### config.mk
export PLATFORM = sky130hd
export DESIGN_NAME = glyph_moment_orientation
export DESIGN_NICKNAME = d
export VERILOG_FILES = /design/src/gmo_pkg.sv /design/src/glyph_moment_orientation.sv /design/src/gmo_front.sv /design/src/gmo_queue.sv /design/src/gmo_back.sv
export SDC_FILE = /design/constraint.sdc
export NUM_CORES = 2
export LEC_CHECK = 0
export BUFFER_PORTS_ARGS = -buffer_cell sky130_fd_sc_hd__buf_2
export CORE_MARGIN = 10
export CORE_UTILIZATION = 55
export DETAILED_ROUTE_END_ITERATION = 12
export PLACE_DENSITY = 0.7
export SYNTH_ARGS = -nofsm -noshare
export SYNTH_HDL_FRONTEND = slang
export SYNTH_SLANG_ARGS = --single-unit
### constraint.sdc
create_clock -name i_clk -period 30 [get_ports i_clk]
set_input_delay 6 -clock i_clk [delete_from_list [all_inputs] [get_ports i_clk]]
set_output_delay 6 -clock i_clk [all_outputs]
set_load 0.01 [all_outputs]
### src/gmo_pkg.sv
// Shared constants, types and the arctangent table of the glyph moment orientation block.
`timescale 1ns / 1ps

package gmo_pkg;

    // Frame geometry
    localparam int MAX_WIDTH  = 1024;
    localparam int MAX_HEIGHT = 1024;
    localparam int DIM_W      = 11;
    localparam int COL_IDX_W  = $clog2(MAX_WIDTH);
    localparam int ROW_IDX_W  = $clog2(MAX_HEIGHT);
    localparam int WGT_W      = DIM_W + 1;
    localparam logic [DIM_W-1:0] WIDTH_RESET  = 11'd1024;
    localparam logic [DIM_W-1:0] HEIGHT_RESET = 11'd1024;

    // Result widths
    localparam int SUM_W           = 29;
    localparam int ANGLE_W         = 15;
    localparam int ANGLE_FRAC_BITS = 13;

    // CORDIC datapath
    localparam int WORK_BITS    = 40;
    localparam int CORDIC_STEPS = 41;
    localparam int STEP_W       = $clog2(CORDIC_STEPS);
    localparam int NORM_MSB     = 58;
    localparam int PRE_SHIFT    = NORM_MSB - (SUM_W - 1);
    localparam int XY_W         = NORM_MSB + 4;
    localparam int Z_W          = WORK_BITS + 4;
    localparam int ROUND_SH     = WORK_BITS - ANGLE_FRAC_BITS;

    // Frame queue
    localparam int QUEUE_DEPTH = 2;
    localparam int QPTR_W      = $clog2(QUEUE_DEPTH);
    localparam int QCNT_W      = $clog2(QUEUE_DEPTH + 1);

    // Configuration port
    localparam int APB_DATA_W  = 32;
    localparam int APB_ADDR_W  = 3;
    localparam int REG_IDX_LSB = 2;

    typedef enum logic {
        REG_IMAGE_WIDTH  = 1'b0,
        REG_IMAGE_HEIGHT = 1'b1
    } t_reg_idx;

    // Moments of one finished frame, passed from front to back
    typedef struct packed {
        logic [SUM_W-1:0] row_sum;
        logic [SUM_W-1:0] col_sum;
    } t_frame_rec;

    // Queue status seen by the back end
    typedef struct packed {
        logic empty;
        logic full;
    } t_queue_status;

    // atan(2^-i) in Q40; entry 0 is pi/4 built from atan(1/2) + atan(1/3)
    function automatic logic signed [Z_W-1:0] atan_q40(input logic [STEP_W-1:0] i);
        logic signed [Z_W-1:0] v;
        unique case (i)
            6'd0:  v = 44'sd863554413089;
            6'd1:  v = 44'sd509785937287;
            6'd2:  v = 44'sd269356888665;
            6'd3:  v = 44'sd136729762476;
            6'd4:  v = 44'sd68630207382;
            6'd5:  v = 44'sd34348560106;
            6'd6:  v = 44'sd17178471285;
            6'd7:  v = 44'sd8589759836;
            6'd8:  v = 44'sd4294945451;
            6'd9:  v = 44'sd2147480917;
            6'd10: v = 44'sd1073741483;
            6'd11: v = 44'sd536870869;
            6'd12: v = 44'sd268435451;
            6'd13: v = 44'sd134217727;
            // small angles: the cubic term rounds away, leaving 2^(40-i)
            default: begin
                if (i <= STEP_W'(WORK_BITS)) begin
                    v = Z_W'(1) << (STEP_W'(WORK_BITS) - i);
                end else begin
                    v = '0;
                end
            end
        endcase
        return v;
    endfunction

endpackage

### src/glyph_moment_orientation.sv
// Top level of the glyph moment orientation block: configuration registers and channel wiring.
//
// Pixels enter one per beat in raster order on the input queue side (push/full, i_ink).
// The front end accepts a pixel every cycle while full is low and keeps row and
// column moments about the image center lines; full is high only while the two-entry
// frame queue is full. After the last pixel of a frame its moments go to the queue,
// and the back end turns them into an angle: a load, up to 9 normalization shifts
// and a check, 41 CORDIC iterations, then rounding (when both moments are zero it
// goes from the load straight to the result). One result beat per frame leaves on the
// output
// queue side (empty/pop, row moment, column moment, orientation in Q2.13 radians).
// A waiting result is held while pop is low; the back end then parks on the next
// finished angle, the queue fills, and full holds off further pixels.
// Synchronous reset empties both queues, clears the moments and sets width and
// height to 1024. A write to either register restarts the frame in progress.
// Registers: image width at byte address 0, image height at 4 (APB, no wait states).
`timescale 1ns / 1ps

module glyph_moment_orientation (
    input  logic                                 i_clk,
    input  logic                                 i_rst_n,
    // pixel channel
    input  logic                                 push,
    output logic                                 full,
    input  logic                                 i_ink,
    // result channel
    output logic                                 empty,
    input  logic                                 pop,
    output logic signed [gmo_pkg::SUM_W-1:0]     o_row_moment,
    output logic signed [gmo_pkg::SUM_W-1:0]     o_column_moment,
    output logic signed [gmo_pkg::ANGLE_W-1:0]   o_orientation,
    // configuration
    input  logic                                 psel,
    input  logic                                 penable,
    input  logic                                 pwrite,
    input  logic [gmo_pkg::APB_ADDR_W-1:0]       paddr,
    input  logic [gmo_pkg::APB_DATA_W-1:0]       pwdata,
    output logic [gmo_pkg::APB_DATA_W-1:0]       prdata,
    output logic                                 pready
);
    import gmo_pkg::*;

    logic [DIM_W-1:0] r_width;
    logic [DIM_W-1:0] r_height;
    logic             cfg_wr;
    t_reg_idx         reg_idx;
    logic             pix_accept;
    logic             rec_push;
    logic             rec_pop;
    t_frame_rec       rec_in;
    t_frame_rec       rec_out;
    t_queue_status    q_status;

    // Register access
    assign pready  = 1'b1;
    assign reg_idx = t_reg_idx'(paddr[REG_IDX_LSB]);
    assign cfg_wr  = psel && penable && pwrite && pready;

    always_comb begin
        unique case (reg_idx)
            REG_IMAGE_WIDTH:  prdata = APB_DATA_W'(r_width);
            REG_IMAGE_HEIGHT: prdata = APB_DATA_W'(r_height);
            default:          prdata = '0;
        endcase
    end

    always_ff @(posedge i_clk) begin
        if (!i_rst_n) begin
            r_width  <= WIDTH_RESET;
            r_height <= HEIGHT_RESET;
        end else if (cfg_wr) begin
            unique case (reg_idx)
                REG_IMAGE_WIDTH:  r_width  <= pwdata[DIM_W-1:0];
                REG_IMAGE_HEIGHT: r_height <= pwdata[DIM_W-1:0];
                default: ;
            endcase
        end
    end

    // Pixel beat handshake
    assign full       = q_status.full;
    assign pix_accept = push && !full;

    gmo_front u_front (
        .i_clk        (i_clk),
        .i_rst_n      (i_rst_n),
        .i_clear      (cfg_wr),
        .i_width_raw  (r_width),
        .i_height_raw (r_height),
        .i_accept     (pix_accept),
        .i_ink        (i_ink),
        .o_rec_push   (rec_push),
        .o_rec        (rec_in)
    );

    gmo_queue u_queue (
        .i_clk    (i_clk),
        .i_rst_n  (i_rst_n),
        .i_push   (rec_push),
        .i_data   (rec_in),
        .i_pop    (rec_pop),
        .o_data   (rec_out),
        .o_status (q_status)
    );

    gmo_back u_back (
        .i_clk           (i_clk),
        .i_rst_n         (i_rst_n),
        .i_q_status      (q_status),
        .i_rec           (rec_out),
        .o_rec_pop       (rec_pop),
        .i_pop           (pop),
        .o_empty         (empty),
        .o_row_moment    (o_row_moment),
        .o_column_moment (o_column_moment),
        .o_orientation   (o_orientation)
    );

endmodule

### src/gmo_front.sv
// Pixel front end: raster position tracking and row/column moment accumulation.
`timescale 1ns / 1ps

module gmo_front (
    input  logic                       i_clk,
    input  logic                       i_rst_n,
    input  logic                       i_clear,
    input  logic [gmo_pkg::DIM_W-1:0]  i_width_raw,
    input  logic [gmo_pkg::DIM_W-1:0]  i_height_raw,
    input  logic                       i_accept,
    input  logic                       i_ink,
    output logic                       o_rec_push,
    output gmo_pkg::t_frame_rec        o_rec
);
    import gmo_pkg::*;

    // Clamp a programmed dimension into 1..max
    function automatic logic [DIM_W-1:0] eff_dim(input logic [DIM_W-1:0] raw, input int max_dim);
        logic [DIM_W-1:0] d;
        if (raw == '0) begin
            d = DIM_W'(1);
        end else if (int'(raw) > max_dim) begin
            d = DIM_W'(max_dim);
        end else begin
            d = raw;
        end
        return d;
    endfunction

    // Distance from the center line: positive before it, zero on an odd middle, negative after
    function automatic logic signed [WGT_W-1:0] weight_of(input logic [DIM_W-1:0] k,
                                                          input logic [DIM_W-1:0] n);
        logic [DIM_W-1:0] h;
        logic [DIM_W-1:0] hi;
        logic signed [WGT_W-1:0] w;
        h  = n >> 1;
        hi = n - h;
        if (k < h) begin
            w = $signed({1'b0, h - k});
        end else if (k < hi) begin
            w = '0;
        end else begin
            w = -$signed({1'b0, k - hi + DIM_W'(1)});
        end
        return w;
    endfunction

    logic [COL_IDX_W-1:0]    r_col_idx, n_col_idx;
    logic [ROW_IDX_W-1:0]    r_row_idx, n_row_idx;
    logic signed [SUM_W-1:0] r_row_sum, n_row_sum;
    logic signed [SUM_W-1:0] r_col_sum, n_col_sum;

    logic [DIM_W-1:0]        width_eff;
    logic [DIM_W-1:0]        height_eff;
    logic [DIM_W-1:0]        col_next;
    logic [DIM_W-1:0]        row_next;
    logic signed [WGT_W-1:0] col_wgt;
    logic signed [WGT_W-1:0] row_wgt;
    logic                    col_last;
    logic                    row_last;

    assign width_eff  = eff_dim(i_width_raw, MAX_WIDTH);
    assign height_eff = eff_dim(i_height_raw, MAX_HEIGHT);

    // Weights of the current pixel and the running sums including it
    always_comb begin
        col_wgt   = weight_of(DIM_W'(r_col_idx), width_eff);
        row_wgt   = weight_of(DIM_W'(r_row_idx), height_eff);
        n_row_sum = r_row_sum + (i_ink ? SUM_W'(row_wgt) : '0);
        n_col_sum = r_col_sum + (i_ink ? SUM_W'(col_wgt) : '0);
    end

    // Raster position advance
    always_comb begin
        col_next  = DIM_W'(r_col_idx) + DIM_W'(1);
        row_next  = DIM_W'(r_row_idx) + DIM_W'(1);
        col_last  = col_next >= width_eff;
        row_last  = row_next >= height_eff;
        n_col_idx = col_last ? '0 : COL_IDX_W'(col_next);
        n_row_idx = col_last ? (row_last ? '0 : ROW_IDX_W'(row_next)) : r_row_idx;
    end

    assign o_rec_push      = i_accept && col_last && row_last;
    assign o_rec.row_sum   = n_row_sum;
    assign o_rec.col_sum   = n_col_sum;

    // Position and sums; the frame end and any register write start over
    always_ff @(posedge i_clk) begin
        if (!i_rst_n || i_clear) begin
            r_col_idx <= '0;
            r_row_idx <= '0;
            r_row_sum <= '0;
            r_col_sum <= '0;
        end else if (i_accept) begin
            r_col_idx <= n_col_idx;
            r_row_idx <= n_row_idx;
            if (col_last && row_last) begin
                r_row_sum <= '0;
                r_col_sum <= '0;
            end else begin
                r_row_sum <= n_row_sum;
                r_col_sum <= n_col_sum;
            end
        end
    end

endmodule

### src/gmo_queue.sv
// Short queue of finished frame moments between the front and back ends.
`timescale 1ns / 1ps

module gmo_queue (
    input  logic                    i_clk,
    input  logic                    i_rst_n,
    input  logic                    i_push,
    input  gmo_pkg::t_frame_rec     i_data,
    input  logic                    i_pop,
    output gmo_pkg::t_frame_rec     o_data,
    output gmo_pkg::t_queue_status  o_status
);
    import gmo_pkg::*;

    t_frame_rec        r_mem [QUEUE_DEPTH];
    logic [QPTR_W-1:0] r_wr_ptr;
    logic [QPTR_W-1:0] r_rd_ptr;
    logic [QCNT_W-1:0] r_count;
    logic              do_push;
    logic              do_pop;

    function automatic logic [QPTR_W-1:0] ptr_inc(input logic [QPTR_W-1:0] p);
        logic [QPTR_W-1:0] q;
        if (p == QPTR_W'(QUEUE_DEPTH - 1)) begin
            q = '0;
        end else begin
            q = p + QPTR_W'(1);
        end
        return q;
    endfunction

    assign o_status.empty = (r_count == '0);
    assign o_status.full  = (r_count == QCNT_W'(QUEUE_DEPTH));
    assign do_push        = i_push && !o_status.full;
    assign do_pop         = i_pop && !o_status.empty;
    assign o_data         = r_mem[r_rd_ptr];

    // Entry storage
    always_ff @(posedge i_clk) begin
        if (do_push) begin
            r_mem[r_wr_ptr] <= i_data;
        end
    end

    // Pointers and fill count
    always_ff @(posedge i_clk) begin
        if (!i_rst_n) begin
            r_wr_ptr <= '0;
            r_rd_ptr <= '0;
            r_count  <= '0;
        end else begin
            if (do_push) begin
                r_wr_ptr <= ptr_inc(r_wr_ptr);
            end
            if (do_pop) begin
                r_rd_ptr <= ptr_inc(r_rd_ptr);
            end
            if (do_push && !do_pop) begin
                r_count <= r_count + QCNT_W'(1);
            end else if (do_pop && !do_push) begin
                r_count <= r_count - QCNT_W'(1);
            end
        end
    end

endmodule

### src/gmo_back.sv
// Back end: normalizes the moments, runs the vectoring CORDIC and holds the result beat.
`timescale 1ns / 1ps

module gmo_back (
    input  logic                                 i_clk,
    input  logic                                 i_rst_n,
    input  gmo_pkg::t_queue_status               i_q_status,
    input  gmo_pkg::t_frame_rec                  i_rec,
    output logic                                 o_rec_pop,
    input  logic                                 i_pop,
    output logic                                 o_empty,
    output logic signed [gmo_pkg::SUM_W-1:0]     o_row_moment,
    output logic signed [gmo_pkg::SUM_W-1:0]     o_column_moment,
    output logic signed [gmo_pkg::ANGLE_W-1:0]   o_orientation
);
    import gmo_pkg::*;

    typedef enum logic [1:0] {
        S_IDLE,
        S_NORM,
        S_ITER,
        S_DONE
    } t_state;

    localparam logic [Z_W-1:0] ROUND_HALF = Z_W'(1) << (ROUND_SH - 1);

    t_state                  r_state;
    logic signed [XY_W-1:0]  r_x;
    logic signed [XY_W-1:0]  r_y;
    logic signed [Z_W-1:0]   r_z;
    logic [STEP_W-1:0]       r_step;
    logic                    r_row_neg;
    logic [SUM_W-1:0]        r_row;
    logic [SUM_W-1:0]        r_col;
    logic                    r_res_valid;

    logic signed [XY_W-1:0]  ext_row;
    logic signed [XY_W-1:0]  ext_col;
    logic signed [XY_W-1:0]  abs_row;
    logic signed [XY_W-1:0]  abs_col;
    logic [XY_W-1:0]         mag_or;
    logic signed [XY_W-1:0]  dx;
    logic signed [XY_W-1:0]  dy;
    logic signed [Z_W-1:0]   step_angle;
    logic [Z_W-1:0]          mag_z;
    logic [Z_W-1:0]          rnd_z;
    logic [ANGLE_W-1:0]      angle_mag;
    logic signed [ANGLE_W-1:0] angle;
    logic                    res_slot;
    logic                    res_load;

    // Magnitudes of the incoming moments
    always_comb begin
        ext_row = XY_W'($signed(i_rec.row_sum));
        ext_col = XY_W'($signed(i_rec.col_sum));
        abs_row = ext_row[XY_W-1] ? -ext_row : ext_row;
        abs_col = ext_col[XY_W-1] ? -ext_col : ext_col;
    end

    // One CORDIC micro-rotation and the final rounding
    always_comb begin
        mag_or     = r_x | r_y;
        dx         = r_y >>> r_step;
        dy         = r_x >>> r_step;
        step_angle = atan_q40(r_step);
        mag_z      = r_z[Z_W-1] ? -r_z : r_z;
        rnd_z      = (mag_z + ROUND_HALF) >> ROUND_SH;
        angle_mag  = ANGLE_W'(rnd_z);
        angle      = r_z[Z_W-1] ? -$signed(angle_mag) : $signed(angle_mag);
    end

    assign o_rec_pop = (r_state == S_IDLE) && !i_q_status.empty;
    assign res_slot  = !r_res_valid || i_pop;
    assign res_load  = (r_state == S_DONE) && res_slot;
    assign o_empty   = !r_res_valid;

    // Sequencer, datapath and result beat
    always_ff @(posedge i_clk) begin
        if (!i_rst_n) begin
            r_state     <= S_IDLE;
            r_res_valid <= 1'b0;
            r_step      <= '0;
        end else begin
            // a new result replaces the one popped in the same cycle
            if (res_load) begin
                r_res_valid <= 1'b1;
            end else if (i_pop && r_res_valid) begin
                r_res_valid <= 1'b0;
            end
            unique case (r_state)
                S_IDLE: begin
                    if (!i_q_status.empty) begin
                        r_row     <= i_rec.row_sum;
                        r_col     <= i_rec.col_sum;
                        r_row_neg <= i_rec.row_sum[SUM_W-1];
                        r_x       <= abs_col <<< PRE_SHIFT;
                        r_y       <= abs_row <<< PRE_SHIFT;
                        r_z       <= '0;
                        r_step    <= '0;
                        if (i_rec.row_sum == '0 && i_rec.col_sum == '0) begin
                            r_state <= S_DONE;
                        end else begin
                            r_state <= S_NORM;
                        end
                    end
                end
                S_NORM: begin
                    // shift left until the larger magnitude reaches the top bit
                    if (mag_or[NORM_MSB]) begin
                        if (r_row_neg) begin
                            r_y <= -r_y;
                        end
                        r_state <= S_ITER;
                    end else if (mag_or[NORM_MSB -: 4] == '0) begin
                        r_x <= r_x <<< 4;
                        r_y <= r_y <<< 4;
                    end else begin
                        r_x <= r_x <<< 1;
                        r_y <= r_y <<< 1;
                    end
                end
                S_ITER: begin
                    // rotate toward y = 0
                    if (!r_y[XY_W-1]) begin
                        r_x <= r_x + dx;
                        r_y <= r_y - dy;
                        r_z <= r_z + step_angle;
                    end else begin
                        r_x <= r_x - dx;
                        r_y <= r_y + dy;
                        r_z <= r_z - step_angle;
                    end
                    if (r_step == STEP_W'(CORDIC_STEPS - 1)) begin
                        r_state <= S_DONE;
                    end else begin
                        r_step <= r_step + STEP_W'(1);
                    end
                end
                S_DONE: begin
                    if (res_load) begin
                        o_row_moment    <= $signed(r_row);
                        o_column_moment <= $signed(r_col);
                        o_orientation   <= angle;
                        r_state         <= S_IDLE;
                    end
                end
                default: r_state <= S_IDLE;
            endcase
        end
    end

endmodule

==> metrics <==
worst setup margin=between 15000 and 20000 ps; area share of the largest cell type after synthesis=21.9%; routed wire length=a little over 200000 um; Area contributors post-synth=edfxtp_1, ha_1, mux4_2; Tightest Pin Transition=1270 ps; Design Area, Final=around 60000 sq um; DIE AREA=117000 sq um; most frequent cell after synthesis=nand2_1; max-slew violation count=0; largest net degree at the start of global routing=around 130; layout cell share with drive strength beyond 1=11.4%; CTS tree=yes; core area=about 100000 sq um; Final setup viols=0; num ports=about 150; # nets final=6778; clock slew seen by the registers of the worst setup and hold paths=60 ps; global route overflow=0; Crit Path Max Fanout=15; clk buf depth=3; endpoint type of the worst setup path=primary output; port bufs=roughly 110; 1st-pass router iterations=9; Starting Density=55.6%; post-route ant nets=0; Clock Sink Count=~530; chip height=approximately 340 um; Post-synth EDFFs=415; power per cell area=85.2 nW/um^2; Placed Instances=7672; routed via count=~53000; htree depth=2; RSZ-0062 raised after global routing=false; max frequency=about 0.078 GHz; fin crit period=12810 ps; period utilisation layout=42.7%; relative max-transition margin=between 10 and 15%; Post-Layout Cell Count=7787; Final TNS setup=0 ps; std cell rows=about 120; HP Class=flop to flop; Worst setup SP type=input pin; Post-Synthesis Cell Area=approximately 57000 sq um; Worst Setup Path Type=input pin to primary output; total track usage=33.9%; worst path arrival time=6810 ps; DR DRC count=0; skew final=between 30 and 40 ps; register area share after synthesis=between 20 and 30%; asr flop ratio synth=0%; Yosys cell types=approximately 100; Area growth syn-to-layout=5.62%; hold buffers post-CTS=0; most instantiated cells after synthesis=nand2_1, a21oi_1, nor2_1; #FFs+latches synth=approximately 530; Main synth FF type=edfxtp_1; Post-DP HPWL=between 150000 and 200000 um; Synth Instances=6538; vias per inst=~6.9; Leak=22.8 nW; clock buffer count from CTS=around 60; initial antenna violation count=5; placed standard-cell area=between 50000 and 60000 sq um; global-route wire length before repair=310000 um; latest clock arrival within the worst-skew pair=around 710 ps; Final Hold Viols=0; post_cts resized=0; Die W=342 um; yosys warns=0; vias in the first global route=49300; max-cap viol count=0; Power, Total=5.12 mW; maximum vdd drop=between 50 and 60 uV; GPL Wtd Cong=~1.1; clock root buffer=clkbuf_16; syn_area_per_cell=8.71 sq um; status=completed; top cell type by total area after synthesis=edfxtp_1; Detailed Route Iter0 Violations=6783; Post-CTS Setup Inserts=0; wire per inst=26.7 um; Place WS=roughly 17000 ps; Req. time, crit path=about 24000 ps
==> cells in the final DEF, fill, tap and decap left out, types with 153 or more instances in the layout <==
master / instances
nor2_1: 508
a21o_1: 153
mux4_2: 169
a21oi_1: 550
o21ai_0: 307
edfxtp_1: 415
ha_1: 349
mux2i_1: 210
xnor2_1: 349
nand2_1: 566
xor2_1: 194
inv_1: 228
mux2_2: 153
==> worst max-delay path, cell delays in order <==
cell and delay, ps:
buf_2 280, mux2_2 380, buf_2 140
==> cells by family after synthesis <==
family	synth area share [%]
XOR/XNOR	8.35
multiplexers	13.4
buffers and inverters	5.10
adder cells (fa/ha/maj)	8.31
flip-flops	25.9
AND/OR/NAND/NOR	17.1
other	0.0132
AO/OA/AOI/OAI	21.8
==> stage by stage <==
stage / hold WS (ps) / util (%)
after detailed placement: 405 / 56.7
final: 415 / 58.8
after CTS: 415 / 58.8
after global placement: 401 / 56.7
after global routing: 423 / 58.8
after floorplan: 400 / -
==> worst paths after layout <==
kind / startpoint / endpoint / slack [ps] / cells past startpoint
hold reg to reg: u_back.r_col[26] / u_back.o_column_moment[26] / 410 / 0
setup / recovery: paddr[2] / prdata[7] / 17190 / 3
setup reg to reg: u_back.r_step[3] / u_back.r_x[58] / 20410 / 23
hold / removal: u_back.r_col[26] / u_back.o_column_moment[26] / 410 / 0
==> area by class of cell <==
type | count | area, sq um
flip-flops and latches | 529 | 14800
fillers | 9144 | 42200
well taps | 1368 | 1710
inverters | 236 | 887
clock inverters | 41 | 480
clock buffers | 72 | 1600
repair buffers | 190 | 1180
diodes | 2 | 5.00
multi-input cells | 5349 | 39500
==> flip-flops by register name (all words and copies together) (netlist names), 6 cells and up, named ones only <==
signal	flops
r_height	11
u_back.r_step	6
u_back.o_column_moment	29
u_back.r_row	29
u_back.o_row_moment	29
u_front.r_col_sum	29
u_back.r_x	62
u_back.o_orientation	15
u_front.r_row_sum	29
u_queue.r_mem	116
u_back.r_col	29
u_front.r_row_idx	10
u_front.r_col_idx	10
u_back.r_z	44
r_width	11
u_back.r_y	62
==> where the power goes <==
part | leakage (nW) | switching (mW) | internal (mW) | total, mW
registers | 4.78 | 0.231 | 0.952 | 1.18
logic | 17.1 | 1.93 | 1.23 | 3.16
clock network | 0.997 | 0.341 | 0.438 | 0.779
==> routing by layer <==
metal | part of all wire (%) | global-route usage, %
met2 | 43 | 50.7
met4 | 5.5 | 16.3
met5 | 0.019 | 0
met1 | 41 | 45.6
met3 | 11 | 8.14
(Power assumes the default switching activity.)
